### src/rtl/sed_pkg.sv
// ----------------------------------------------------------------------------
// sed_pkg
// Types and constants shared by the receive-burst deframer.
// ----------------------------------------------------------------------------
package sed_pkg;

  typedef enum logic [1:0] {
    KIND_PAYLOAD = 2'd0,
    KIND_ACCEPT  = 2'd1,
    KIND_REJECT  = 2'd2,
    KIND_DONE    = 2'd3
  } kind_t;

  localparam logic [7:0]  START_MARK    = 8'hAA;
  localparam logic [7:0]  END_MARK      = 8'h55;
  localparam logic [31:0] OVERHEAD      = 32'd10;

  // byte positions within a frame
  localparam logic [16:0] SOF_FIRST     = 17'd4;
  localparam logic [16:0] LEN_LO_POS    = 17'd8;
  localparam logic [16:0] LEN_HI_POS    = 17'd9;
  localparam logic [16:0] PAYLOAD_START = 17'd12;
  localparam logic [16:0] VERDICT_POS   = 17'd13;

  localparam int MAX_RESULTS  = 3;
  localparam int RES_FIFO_DEPTH = 4;
  localparam int RES_PTR_W    = $clog2(RES_FIFO_DEPTH);

  typedef struct packed {
    kind_t       kind;
    logic [7:0]  payload_byte;
    logic [15:0] frame_len;
    logic [15:0] frames_in_burst;
    logic [31:0] total_errors;
    logic        run_last;
  } result_t;

  // results produced by one accepted byte, packed from slot 0
  typedef struct packed {
    result_t [MAX_RESULTS-1:0] res;
    logic [1:0]                count;
  } result_set_t;

endpackage

### src/rtl/sed_if.sv
// ----------------------------------------------------------------------------
// sed_in_if / sed_out_if
// Valid/ready channels for burst bytes in and deframer results out.
// ----------------------------------------------------------------------------
interface sed_in_if;
  logic       valid;
  logic       ready;
  logic [7:0] rx_byte;
  logic       burst_end;

  modport source (output valid, output rx_byte, output burst_end, input ready);
  modport sink   (input valid, input rx_byte, input burst_end, output ready);
endinterface

interface sed_out_if;
  logic        valid;
  logic        ready;
  logic [1:0]  kind;
  logic [7:0]  payload_byte;
  logic [15:0] frame_len;
  logic [15:0] frames_in_burst;
  logic [31:0] total_errors;
  logic        run_last;

  modport source (output valid, output kind, output payload_byte, output frame_len,
                  output frames_in_burst, output total_errors, output run_last,
                  input ready);
  modport sink   (input valid, input kind, input payload_byte, input frame_len,
                  input frames_in_burst, input total_errors, input run_last,
                  output ready);
endinterface

### src/rtl/sed_parser.sv
// ----------------------------------------------------------------------------
// sed_parser
// Frame parser state and the results caused by one accepted byte.
// ----------------------------------------------------------------------------
module sed_parser
  import sed_pkg::*;
#(
  parameter int COUNT_WIDTH = 32
) (
  input  logic        clk,
  input  logic        rst,
  input  logic        accept,
  input  logic [7:0]  rx_byte,
  input  logic        burst_end,
  output result_set_t set
);

  logic [16:0]            byte_in_frame, byte_in_frame_next;
  logic [31:0]            outer_length, outer_length_next;
  logic [15:0]            payload_length, payload_length_next;
  logic                   header_bad, header_bad_next;
  logic                   skip_rest, skip_rest_next;
  logic [15:0]            burst_frame_count, burst_frame_count_next;
  logic [COUNT_WIDTH-1:0] error_total, error_total_next;

  logic [16:0] payload_end;
  logic [16:0] frame_end;
  logic        reject;
  logic        done_frame;
  logic [1:0]  n;
  result_set_t set_comb;

  function automatic result_t make_result(kind_t k, logic [7:0] pb, logic [15:0] flen,
                                          logic [15:0] fib, logic [31:0] errs);
    result_t r;
    r.kind            = k;
    r.payload_byte    = pb;
    r.frame_len       = flen;
    r.frames_in_burst = fib;
    r.total_errors    = errs;
    r.run_last        = 1'b0;
    return r;
  endfunction

  assign payload_end = PAYLOAD_START + {1'b0, payload_length};
  assign frame_end   = VERDICT_POS + {1'b0, payload_length};

  always_comb begin
    byte_in_frame_next     = byte_in_frame;
    outer_length_next      = outer_length;
    payload_length_next    = payload_length;
    header_bad_next        = header_bad;
    skip_rest_next         = skip_rest;
    burst_frame_count_next = burst_frame_count;
    error_total_next       = error_total;
    set_comb               = '0;
    n                      = 2'd0;
    reject                 = 1'b0;
    done_frame             = 1'b0;

    if (!skip_rest) begin
      priority if (byte_in_frame < SOF_FIRST) begin
        outer_length_next = {outer_length[23:0], rx_byte};
      end else if (byte_in_frame < LEN_LO_POS) begin
        if (rx_byte != START_MARK) header_bad_next = 1'b1;
      end else if (byte_in_frame == LEN_LO_POS) begin
        payload_length_next = {8'h00, rx_byte};
      end else if (byte_in_frame == LEN_HI_POS) begin
        payload_length_next = {rx_byte, payload_length[7:0]};
        if (outer_length != {16'h0000, payload_length_next} + OVERHEAD) begin
          header_bad_next = 1'b1;
        end
      end else if (byte_in_frame >= PAYLOAD_START) begin
        if (byte_in_frame < payload_end) begin
          if (!header_bad) begin
            set_comb.res[n] = make_result(KIND_PAYLOAD, rx_byte, 16'h0000, 16'h0000,
                                          32'(error_total));
            n = n + 2'd1;
          end
        end else if (byte_in_frame == payload_end || byte_in_frame == frame_end) begin
          if (rx_byte != END_MARK) header_bad_next = 1'b1;
        end
      end else begin
        // reserved bytes
        header_bad_next = header_bad;
      end

      if (byte_in_frame >= VERDICT_POS) begin
        priority if (header_bad_next) reject = 1'b1;
        else if (byte_in_frame == frame_end) done_frame = 1'b1;
        else if (burst_end) reject = 1'b1;
        else reject = 1'b0;
      end

      if (reject) begin
        error_total_next = error_total + 1'b1;
        set_comb.res[n] = make_result(KIND_REJECT, 8'h00, payload_length_next, 16'h0000,
                                      32'(error_total_next));
        n = n + 2'd1;
        skip_rest_next      = 1'b1;
        byte_in_frame_next  = '0;
        outer_length_next   = '0;
        payload_length_next = '0;
        header_bad_next     = 1'b0;
      end else if (done_frame) begin
        burst_frame_count_next = burst_frame_count + 16'd1;
        set_comb.res[n] = make_result(KIND_ACCEPT, 8'h00, payload_length_next, 16'h0000,
                                      32'(error_total_next));
        n = n + 2'd1;
        byte_in_frame_next  = '0;
        outer_length_next   = '0;
        payload_length_next = '0;
        header_bad_next     = 1'b0;
      end else begin
        byte_in_frame_next = byte_in_frame + 17'd1;
      end
    end

    if (burst_end) begin
      set_comb.res[n] = make_result(KIND_DONE, 8'h00, 16'h0000, burst_frame_count_next,
                                    32'(error_total_next));
      n = n + 2'd1;
      byte_in_frame_next     = '0;
      outer_length_next      = '0;
      payload_length_next    = '0;
      header_bad_next        = 1'b0;
      skip_rest_next         = 1'b0;
      burst_frame_count_next = '0;
    end

    if (n != 2'd0) set_comb.res[n - 2'd1].run_last = 1'b1;
    set_comb.count = accept ? n : 2'd0;
  end

  assign set = set_comb;

  always_ff @(posedge clk) begin
    if (rst) begin
      byte_in_frame     <= '0;
      outer_length      <= '0;
      payload_length    <= '0;
      header_bad        <= 1'b0;
      skip_rest         <= 1'b0;
      burst_frame_count <= '0;
      error_total       <= '0;
    end else if (accept) begin
      byte_in_frame     <= byte_in_frame_next;
      outer_length      <= outer_length_next;
      payload_length    <= payload_length_next;
      header_bad        <= header_bad_next;
      skip_rest         <= skip_rest_next;
      burst_frame_count <= burst_frame_count_next;
      error_total       <= error_total_next;
    end
  end

endmodule

### src/rtl/sed_result_fifo.sv
// ----------------------------------------------------------------------------
// sed_result_fifo
// Small result queue: takes up to three results a cycle, gives one.
// ----------------------------------------------------------------------------
module sed_result_fifo
  import sed_pkg::*;
(
  input  logic        clk,
  input  logic        rst,
  input  result_set_t set,
  input  logic        pop,
  output result_t     head,
  output logic        not_empty,
  output logic        room
);

  result_t              mem [RES_FIFO_DEPTH];
  logic [RES_PTR_W-1:0] wr_ptr;
  logic [RES_PTR_W-1:0] rd_ptr;
  logic [RES_PTR_W:0]   count;

  assign head      = mem[rd_ptr];
  assign not_empty = (count != '0);
  // room for a full set of results whatever the consumer does this cycle
  assign room      = (count <= (RES_PTR_W + 1)'(RES_FIFO_DEPTH - MAX_RESULTS));

  always_ff @(posedge clk) begin
    for (int k = 0; k < MAX_RESULTS; k++) begin
      if (2'(k) < set.count) mem[wr_ptr + RES_PTR_W'(k)] <= set.res[k];
    end
  end

  always_ff @(posedge clk) begin
    if (rst) begin
      wr_ptr <= '0;
      rd_ptr <= '0;
      count  <= '0;
    end else begin
      wr_ptr <= wr_ptr + RES_PTR_W'(set.count);
      rd_ptr <= rd_ptr + RES_PTR_W'(pop);
      count  <= count + (RES_PTR_W + 1)'(set.count) - (RES_PTR_W + 1)'(pop);
    end
  end

endmodule

### src/rtl/spi_eth_frame_deframer.sv
// ----------------------------------------------------------------------------
// spi_eth_frame_deframer
// Parses length-framed Ethernet frames from SPI receive bursts, passes
// payload bytes on and reports a verdict per frame and a done per burst.
// ----------------------------------------------------------------------------
//   channel  dir  carries
//   rx_in    in   rx_byte, burst_end
//   res_out  out  kind, payload_byte, frame_len, frames_in_burst,
//                 total_errors, run_last
//
// one byte is taken per cycle while rx_in.ready is high; each byte is parsed in
// the cycle it is taken and its results, up to three, go into a four-entry
// result queue. results leave one per cycle while res_out.ready is high, and
// rx_in.ready drops while the queue holds more than one result, so a byte
// that causes two or three results can hold off input; plain payload runs go at
// full rate. synchronous reset clears the parser state, counters and queue.
// ----------------------------------------------------------------------------
module spi_eth_frame_deframer
  import sed_pkg::*;
#(
  parameter int COUNT_WIDTH = 32
) (
  input  logic      clk,
  input  logic      rst,
  sed_in_if.sink    rx_in,
  sed_out_if.source res_out
);

  result_set_t set;
  result_t     head;
  logic        accept;
  logic        pop;
  logic        not_empty;
  logic        room;

  assign rx_in.ready = room;
  assign accept      = rx_in.valid && room;
  assign pop         = res_out.ready && not_empty;

  sed_parser #(
    .COUNT_WIDTH (COUNT_WIDTH)
  ) u_parser (
    .clk       (clk),
    .rst       (rst),
    .accept    (accept),
    .rx_byte   (rx_in.rx_byte),
    .burst_end (rx_in.burst_end),
    .set       (set)
  );

  sed_result_fifo u_fifo (
    .clk       (clk),
    .rst       (rst),
    .set       (set),
    .pop       (pop),
    .head      (head),
    .not_empty (not_empty),
    .room      (room)
  );

  assign res_out.valid           = not_empty;
  assign res_out.kind            = head.kind;
  assign res_out.payload_byte    = head.payload_byte;
  assign res_out.frame_len       = head.frame_len;
  assign res_out.frames_in_burst = head.frames_in_burst;
  assign res_out.total_errors    = head.total_errors;
  assign res_out.run_last        = head.run_last;

endmodule
### src/flat_wrapper.sv
// flat-port wrapper written by rule: the top's interface ports become plain ports
module spi_eth_frame_deframer_flat import sed_pkg::*;
#(
  parameter int COUNT_WIDTH = 32
)
  (clk, rst, rx_in_valid, rx_in_rx_byte, rx_in_burst_end, rx_in_ready, res_out_valid, res_out_kind, res_out_payload_byte, res_out_frame_len, res_out_frames_in_burst, res_out_total_errors, res_out_run_last, res_out_ready);
  sed_in_if rx_in_i ();
  sed_out_if res_out_i ();
  input  logic clk;
  input  logic rst;
  input wire logic [$bits(rx_in_i.valid)-1:0] rx_in_valid;
  input wire logic [$bits(rx_in_i.rx_byte)-1:0] rx_in_rx_byte;
  input wire logic [$bits(rx_in_i.burst_end)-1:0] rx_in_burst_end;
  output wire logic [$bits(rx_in_i.ready)-1:0] rx_in_ready;
  output wire logic [$bits(res_out_i.valid)-1:0] res_out_valid;
  output wire logic [$bits(res_out_i.kind)-1:0] res_out_kind;
  output wire logic [$bits(res_out_i.payload_byte)-1:0] res_out_payload_byte;
  output wire logic [$bits(res_out_i.frame_len)-1:0] res_out_frame_len;
  output wire logic [$bits(res_out_i.frames_in_burst)-1:0] res_out_frames_in_burst;
  output wire logic [$bits(res_out_i.total_errors)-1:0] res_out_total_errors;
  output wire logic [$bits(res_out_i.run_last)-1:0] res_out_run_last;
  input wire logic [$bits(res_out_i.ready)-1:0] res_out_ready;
  assign rx_in_i.valid = rx_in_valid;
  assign rx_in_i.rx_byte = rx_in_rx_byte;
  assign rx_in_i.burst_end = rx_in_burst_end;
  assign rx_in_ready = rx_in_i.ready;
  assign res_out_valid = res_out_i.valid;
  assign res_out_kind = res_out_i.kind;
  assign res_out_payload_byte = res_out_i.payload_byte;
  assign res_out_frame_len = res_out_i.frame_len;
  assign res_out_frames_in_burst = res_out_i.frames_in_burst;
  assign res_out_total_errors = res_out_i.total_errors;
  assign res_out_run_last = res_out_i.run_last;
  assign res_out_i.ready = res_out_ready;
  spi_eth_frame_deframer #(.COUNT_WIDTH(COUNT_WIDTH)) u_core (.clk(clk), .rst(rst), .rx_in(rx_in_i), .res_out(res_out_i));
endmodule
### config.mk
export PLATFORM = sky130hd
export DESIGN_NAME = spi_eth_frame_deframer_flat
export DESIGN_NICKNAME = d
export VERILOG_FILES = /design/src/rtl/sed_pkg.sv /design/src/rtl/sed_if.sv /design/src/rtl/sed_parser.sv /design/src/rtl/sed_result_fifo.sv /design/src/rtl/spi_eth_frame_deframer.sv /design/src/flat_wrapper.sv
export SDC_FILE = /design/constraint.sdc
export NUM_CORES = 1
export LEC_CHECK = 0
export ABC_AREA = 1
export BUFFER_PORTS_ARGS = -buffer_cell sky130_fd_sc_hd__buf_4
export CORE_MARGIN = 4
export CORE_UTILIZATION = 36
export DETAILED_ROUTE_END_ITERATION = 8
export SLEW_MARGIN = 20
export SYNTH_ARGS = -nofsm -noshare
export SYNTH_HDL_FRONTEND = slang
export SYNTH_SLANG_ARGS = --single-unit
### constraint.sdc
create_clock -name clk -period 21.2 [get_ports clk]
set_input_delay 4.24 -clock clk [delete_from_list [all_inputs] [get_ports clk]]
set_output_delay 4.24 -clock clk [all_outputs]
set_load 0.1 [all_outputs]
* Word level (Yosys, flattened, before mapping) *
Memory sizes are Yosys's and may differ from the RTL's. A register that Yosys moved wholly into a read port is not among the register bits.
Index checks and enable logic that the tools add are counted.

storage, ports and cells
  logic and storage cells = 154
  bits in writable memories = 300
  memories kept = 1
  input bits = 13
  output and inout port bits = 77
  register bits = 122

operators by class
  mux-type cells = 94
  equality and inequality tests = 8
  add/sub/neg operators = 15
  reduce and logical (&&, ||, !) cells = 11
  $lt $le $gt $ge = 15

memory list
  name               depth  width  read ports  clocked after memory_dff  wr ports  line                   source
  u_core.u_fifo.mem  4      75     1           1                         3         sed_result_fifo.sv:17  result_t mem [RES_FIFO_DEPTH];

operators with widths
  kind                                                                           count
  225-bit 2-to-1 mux                                                             5
  225-bit bitwise mux                                                            4
  73-bit 2-to-1 mux                                                              7
  75-bit demux with 2-bit select                                                 3
  75-bit 2-to-1 mux                                                              3
  32-bit 2-to-1 mux                                                              7
  16-bit 2-to-1 mux                                                              13
  17-bit 2-to-1 mux                                                              4
  1-bit 2-to-1 mux                                                               41
  4-bit by 16-bit adder with 17-bit output, first input constant                 2
  17-bit equality test                                                           2
  17-bit by 4-bit equality test with 1-bit output, second input constant         2
  17-bit by 4-bit >= comparator with 1-bit output, second input constant         2
  32-bit by 1-bit adder with 32-bit output, second input constant                1
  32-bit by 17-bit inequality test with 1-bit output                             1
  16-bit by 4-bit adder with 17-bit output, second input constant                1
  17-bit by 1-bit adder with 17-bit output, second input constant                1
  17-bit less-than comparator                                                    1
  17-bit by 3-bit less-than comparator with 1-bit output, second input constant  1
  17-bit by 4-bit less-than comparator with 1-bit output, second input constant  1
  16-bit by 1-bit adder with 16-bit output, second input constant                1
  2-bit 2-to-1 mux                                                               7
  2-bit by 3-bit less-than comparator with 1-bit output, second input constant   3
  8-bit by 7-bit inequality test with 1-bit output, second input constant        1
  20 further kinds                                                               29

* Longest topological paths before layout *
Gate-level depths: netlist of the first run.

  word-level depth = 26
  gate-level depth with buffers = 41
  depth with buffers taken out = 40

* Modules after synthesis *
A second synthesis of the first run with hierarchy kept.

second synthesis, totals
  cells, all modules = 4,721
  area total of the unflattened synthesis = 31,097.3 µm²

by module, submodules not included
  module                  cells an instance  seq. area each (µm²)  area each (µm²)  times used
  sed_result_fifo         2,757              9,148.8               19,700.1         1
  sed_parser              1,960              2,302.2               11,382.2         1
  spi_eth_frame_deframer  4                  0.0                   15.0             1

* Worst setup path after synthesis of the first run *
No wires, ideal clock.

  path type = input-to-reg
  from = input port rx_in_rx_byte[1]
  to = memory u_core.u_fifo.mem[3][0] (netlist bit), enable pin
  stages = 30
  library setup time = 953 ps
  path buffers = 4
  path slack = 11,218 ps
  arrival = 9,029 ps
  data required time = 20,247 ps
  cells stage by stage = clkbuf_1 > nand2_1 > nor3_1 > nand4_1 > nand2_1 > nand2_1 > nor2_1 > nand3_1 > nor2_1 > nor2_1 > nand2_1 > nand2_1 > nand2_2 > nand3_1 > buf_2 > inv_1 > ha_1 > inv_1 > nand3_2 > nand2_1 > inv_1 > ha_1 > or2_2 > nand2_4 > nand2_8 > nor2_2 > nand2_1 > buf_6 > buf_4 > nand3_1

RTL lines
  what         line                   source
  from (decl)  flat_wrapper.sv:12     input wire logic [$bits(rx_in_i.rx_byte)-1:0] rx_in_rx_byte;
  to (decl)    sed_result_fifo.sv:17

==> impl_metrics.json, run 1 <==
{
  "fp.dieArea_um2": 84300,
  "worst_slew_pin_slew_ns": 1.08,
  "cp-start-kind": "input pin",
  "drive_gt1_share_pct": 6.89,
  "slowest_stage": "clkinv_1",
  "r2r_slack_ns": 11.41,
  "worst_r2r_endpoint": "u_core.u_fifo.mem[2][73]$_DFFE_PP_",
  "synth_compound_area_share_pct": 10.4,
  "cts_buffers": 50,
  "yosys-top-cells-area": "edfxtp_1 (31%), nand2_1 (21%), dfxtp_1 (8.5%)",
  "cts_hold_buf": 0,
  "syn_area_um2": 28700,
  "met1Wirelength_um": 42300,
  "cpPeakStageDelay_ns": 0.66,
  "mostFrequentLayoutCells": "nand2_1 (1618), nor2_1 (432), nand3_1 (339)",
  "arrival_ns": 11.61,
  "die_w_um": 290,
  "ys_ff_latch": 422,
  "multi_input_area_um2": 15000,
  "hold_end": "u_core.u_parser.outer_length[25]$_SDFFE_PP0P_",
  "synth-simple-area-share_pct": 36.9,
  "rsz0062_at_grt": "false",
  "vdd_drop_max_v": 0.000145,
  "synth_area_per_cell_um2": 6.76,
  "setup-tns-final_ns": 0,
  "cts-root-buf": "clkbuf_16",
  "place_congestion": 0.920,
  "hold_start": "u_core.u_parser.outer_length[25]$_SDFFE_PP0P_",
  "start_util_pct": 36.3,
  "p_leak_nw": 13.8,
  "clk_pin_slew_ns": 0.06,
  "path_class": "in2reg",
  "hold_depth": 2,
  "worst_slack_ns": 10.08,
  "first_global_vias": 26500,
  "vias_per_cell": 5.34,
  "end_kind": "flop",
  "max_cap_violations": 0,
  "cts_tree": "built",
  "crit_required_ns": 21.69,
  "drc": 0,
  "finalHoldViolCount": 0,
  "post-route-min-period_ns": 11.12,
  "wl_met2_um": 46200,
  "critPathMostFrequentCell": "nand2_1",
  "place_ws_ns": 9.06,
  "die_height_um": 290,
  "cellPowerDensity_nw_per_um2": 121,
  "synthMuxAreaShare_pct": 0.279,
  "grt_start_max_net_pins": 96,
  "slew_headroom_pct": 27.9,
  "slew_violations": 0,
  "synth_top_family_by_area": "simple AND/OR/NAND/NOR gates",
  "period_share_pct": 52.4,
  "fmax_mhz": 89.9,
  "drt_pass1_iterations": 7,
  "setup_viol": 0,
  "ys_warn_count": 0,
  "grtUsageTotal_pct": 22.5,
  "wl_um": 98200,
  "htreeDepth": 2,
  "yosys.area_share.adder_pct": 1.68,
  "r2r_start": "u_core.u_parser.payload_length[4]$_SDFFE_PP0P_",
  "final_common_cell": "nand2_1",
  "fin_skew_ns": 0.0362,
  "ant_nets": 0,
  "ys_types": 52,
  "highest_layer": "met4",
  "yosysTopAreaCellShare_pct": 31.4,
  "fillers": 8295,
  "synth-xor-area-share_pct": 2.50,
  "wire_per_inst_um": 18.7,
  "clock_sinks": 422,
  "io_pins": 90,
  "min_path_type": "reg2reg",
  "syn2layout_area_growth_pct": 10.0,
  "grt_pass1_wl_um": 154000,
  "rows": 103,
  "clock_path_buffers": 3,
  "core_um2": 79000,
  "post_cts_resized": 0,
  "netlist_instances": 4249,
  "synth_top_area_cell": "edfxtp_1",
  "port_buffers": 89,
  "status": "finished, final reports clean",
  "worst_r2r_path_depth": 36,
  "met3_length_um": 7170,
  "vias": 28100,
  "cp_max_fo": 39,
  "dr.first_iter.drc_count": 2811,
  "nets": 4217,
  "antenna_found_initial": 1,
  "seq_area_frac_synth_pct": 39.9,
  "hpwl_um": 60800,
  "cts_setup_buffers": 0,
  "syn-num-nets": 4300,
  "ff_latch_area_um2": 11500,
  "clock_latency_ns": 0.62,
  "overflow": 0
}
==> report_power, final <==
group | switching [W] | total [W] | leakage, nW | internal (W)
clock | 0.000369 | 0.000885 | 0.797 | 0.000516
sequential | 0.0000616 | 0.00110 | 3.76 | 0.00104
combinational | 0.00146 | 0.00183 | 9.20 | 0.000378
total | 0.00189 | 0.00382 | 13.8 | 0.00193
==> routing by layer <==
| layer | track usage (%) | vias to the layer above |
|---|---|---|
| li1 | - | 13700 |
| met1 | 30.2 | 13100 |
| met2 | 37.9 | 1084 |
| met3 | 3.14 | 171 |
| met4 | 6.56 | 0 |
| met5 | 0 | - |
==> stage by stage <==
stage	cell area (um^2)	std cells	power (W)	util, %	hold slack (ns)
after floorplan	28700	4249	0.00250	-	0.429
after global routing	31600	5257	0.00400	40.0	0.474
after global placement	29900	5163	0.00294	37.9	0.444
after detailed placement	29900	5163	0.00295	37.9	0.449
after CTS	31600	5256	0.00383	40.0	0.460
final	31600	5258	0.00382	40.0	0.459
==> logic make-up after synthesis <==
family | count (synthesis)
AND/OR/NAND/NOR | 2576
XOR/XNOR | 82
AO/OA/AOI/OAI | 539
adder cells (fa/ha/maj) | 38
flip-flops | 422
multiplexers | 8
buffers and inverters | 584
==> worst max-delay path by stage <==
| stage | startpoint | end | slack (ns) | cells after the start |
|---|---|---|---|---|
| 2_1_floorplan | rx_in_rx_byte[1] | u_core.u_fifo.mem[3][0]$_DFFE_PP_ | 11.22 | 30 |
| 3_3_place_gp | rx_in_rx_byte[0] | u_core.u_fifo.mem[2][74]$_DFFE_PP_ | 9.16 | 29 |
| 3_5_place_dp | rx_in_rx_byte[0] | u_core.u_fifo.mem[2][73]$_DFFE_PP_ | 9.06 | 30 |
| 4_1_cts | rx_in_rx_byte[0] | u_core.u_fifo.mem[2][73]$_DFFE_PP_ | 9.68 | 30 |
| 5_1_grt | rx_in_rx_byte[2] | u_core.u_fifo.mem[2][37]$_DFFE_PP_ | 9.52 | 30 |
| 6_report | rx_in_rx_byte[0] | u_core.u_fifo.mem[2][73]$_DFFE_PP_ | 10.08 | 30 |
==> critical path, delay by kind of cell <==
family	cells	cell delay (ns)
buf+inv	7	3.02
fa+ha+maj	1	0.27
simple gates	20	3.67
compound gates	2	0.29
==> area by class of cell <==
type                            count  area share [%]
Antenna cell                        1         0.00792
Clock buffer                       65            4.20
Clock inverter                     28            1.03
Inverter                          320            3.82
Multi-Input combinational cell   3243            47.4
Sequential cell                   422            36.3
Tap cell                         1050            4.16
Timing Repair Buffer              129            3.11
==> cells in the mapped netlist, drive strengths merged <==
cell type and number:
o211ai 36, clkbuf 156, nand4 63, nand2 1631, buf 108, nor2b 1, and2 3, clkinv 6
or2 13, nor3 53, o2111ai 1, mux2i 8, a2111oi 1, a22oi 4, o41ai 1, inv 314
nand3b 3, nor2 444, xnor2 15, o22ai 88, a21oi 125, xor2 67, or3 1, a21o 2
o21ai 263, nor4 11, nand3 351, ha 37, dfxtp 122, edfxtp 300, nor3b 2, fa 1
a211oi 17, o21bai 1
==> sequential cells by signal, indices dropped and copies added (netlist names) <==
register                           cells
u_core.u_parser.outer_length          32
u_core.u_fifo.mem                    300
u_core.u_parser.error_total           32
u_core.u_fifo.rd_ptr                   2
u_core.u_parser.skip_rest              1
u_core.u_parser.burst_frame_count     16
u_core.u_parser.payload_length        16
u_core.u_parser.header_bad             1
u_core.u_fifo.wr_ptr                   2
u_core.u_parser.byte_in_frame         17
u_core.u_fifo.count                    3
(Power assumes the default switching activity.)
==> run 2: changes to the inputs <==
==> constraint.sdc (replaced) <==
create_clock -name clk -period 11.4 [get_ports clk]
set_input_delay 2.28 -clock clk [delete_from_list [all_inputs] [get_ports clk]]
set_output_delay 2.28 -clock clk [all_outputs]
set_load 0.1 [all_outputs]
==> run 2 against run 1 <==
- worst hold slack worse by 0.0018 ns
- core utilization up 0.085 points
- worst setup slack worse by 7.5 ns
- sequential share of layout area shrank 0.077 points
- combinational power increased by 86%
- global-route usage grew 0.064 points
- total power is 86% higher
- largest power group unchanged
==> impl_metrics.json, run 2 (synthesis results as in run 1) <==
{
  "hold_slack_ns": 0.457,
  "end_kind": "flop",
  "ant_nets": 0,
  "vdd_drop_max_v": 0.000302,
  "drc": 0,
  "multi_input_area_um2": 15000,
  "fin_skew_ns": 0.0294,
  "max_cap_violations": 0,
  "drt_pass1_iterations": 6,
  "wl_um": 98900,
  "port_buffers": 89,
  "cts-root-buf": "clkbuf_16",
  "rows": 103,
  "cts_buffers": 49,
  "finalHoldViolCount": 0,
  "antenna_found_initial": 1,
  "cts_hold_buf": 0,
  "grt_pass1_wl_um": 155000,
  "setup-tns-final_ns": 0,
  "worst_slew_pin_slew_ns": 1.08,
  "drive_gt1_share_pct": 7.20,
  "fmax_mhz": 114,
  "post-route-min-period_ns": 8.79,
  "largestRegisters": "u_core.u_fifo.mem: 300 flops, u_core.u_parser.error_total: 32 flops, u_core.u_parser.outer_length: 32 flops",
  "clock_path_buffers": 3,
  "die_height_um": 290,
  "cts_setup_buffers": 0,
  "min_path_type": "reg2reg",
  "first_global_vias": 27000,
  "rsz0062_at_grt": "false",
  "core_um2": 79000,
  "setup_viol": 0,
  "fillers": 8227,
  "period_share_pct": 77.1,
  "clock_sinks": 422,
  "mostFrequentLayoutCells": "nand2_1 (1618), nor2_1 (432), nand3_1 (339)",
  "slew_violations": 0,
  "grtUsageTotal_pct": 22.6,
  "cp_max_fo": 43,
  "fin_area_um2": 31700,
  "regMostFlops": "u_core.u_fifo.mem",
  "post_cts_resized": 0,
  "clock_latency_ns": 0.61,
  "io_pins": 90,
  "dr.first_iter.drc_count": 2808,
  "grt_start_max_net_pins": 99,
  "syn2layout_area_growth_pct": 10.2,
  "vias_per_cell": 5.36,
  "fp.dieArea_um2": 84300,
  "final_common_cell": "nand2_1",
  "arrival_ns": 9.23,
  "place_congestion": 0.927,
  "htreeDepth": 2,
  "overflow": 0,
  "clk_pin_slew_ns": 0.06,
  "ff_latch_area_um2": 11500,
  "cpPeakStageDelay_ns": 0.66,
  "critPathMostFrequentCell": "nand2_1",
  "start_util_pct": 36.3,
  "place_area_um2": 30000,
  "crit_required_ns": 11.84,
  "status": "finished, final reports clean",
  "path_class": "reg2reg",
  "cp-start-kind": "flop",
  "hpwl_um": 61700,
  "largest_reg_flops": 300,
  "cts_tree": "built",
  "slowest_stage": "dfxtp_1",
  "slew_headroom_pct": 27.1,
  "cellPowerDensity_nw_per_um2": 225,
  "die_w_um": 290,
  "vias": 28200,
  "wire_per_inst_um": 18.8,
  "nets": 4220,
  "p_leak_nw": 13.8
}
run 2: cell count changes in the layout (fill, tap and decap cells not counted), sizes merged:
cell / delta
clkinv: +4
buf: +4
clkbuf: -8
bufinv: +1
clkinvlp: +3
inv: -1
run 2: through the flow:
step	power (W)	util [%]	std cells	setup slack, ns
6_report	0.00711	40.1	5261	2.61
4_1_cts	0.00714	40.1	5260	2.79
2_1_floorplan	0.00464	-	4249	3.38
3_5_place_dp	0.00551	38.0	5168	2.26
3_3_place_gp	0.00549	38.0	5168	2.39
5_1_grt	0.00745	40.1	5260	1.83
run 2: path summary, 6_finish.rpt:
kind / start / end / slack (ns) / depth (start not counted)
setup / recovery: u_core.u_parser.payload_length[4]$_SDFFE_PP0P_ / u_core.u_fifo.mem[0][54]$_SDFFCE_PP0P_ / 2.61 / 37
hold / removal: u_core.u_parser.outer_length[25]$_SDFFE_PP0P_ / u_core.u_parser.outer_length[25]$_SDFFE_PP0P_ / 0.46 / 2
setup reg to reg: u_core.u_parser.payload_length[4]$_SDFFE_PP0P_ / u_core.u_fifo.mem[0][54]$_SDFFCE_PP0P_ / 2.61 / 37
hold reg to reg: u_core.u_parser.outer_length[25]$_SDFFE_PP0P_ / u_core.u_parser.outer_length[25]$_SDFFE_PP0P_ / 0.46 / 2
run 2: power breakdown:
part	internal (W)	switching, W	total, W
clock network	0.000954	0.000685	0.00164
logic	0.000711	0.00270	0.00341
registers	0.00193	0.000131	0.00206
run 2: critical path, delay by kind of cell, from the launching register on:
kind | cells | cell delay (ns)
XOR/XNOR | 1 | 0.17
AND/OR/NAND/NOR | 20 | 4.17
flip-flops | 1 | 0.66
adder cells (fa/ha/maj) | 2 | 0.44
AO/OA/AOI/OAI | 6 | 1.00
buffers and inverters | 8 | 2.07
run 2: metal layers:
layer | wire, um | GRT usage [%]
met1 | 42900 | 30.3
met2 | 45700 | 37.7
met3 | 7270 | 3.01
met4 | 3050 | 7.40
met5 | 0 | 0
run 2: cell type report:
type,count,share of cell area (%)
multi-input combinational,3243,47.3
sequential,422,36.2
tap,1050,4.15
clock buffer,57,3.97
inverter,320,3.81
timing repair buffer,133,3.35
clock inverter,35,1.21
antenna,1,0.00791
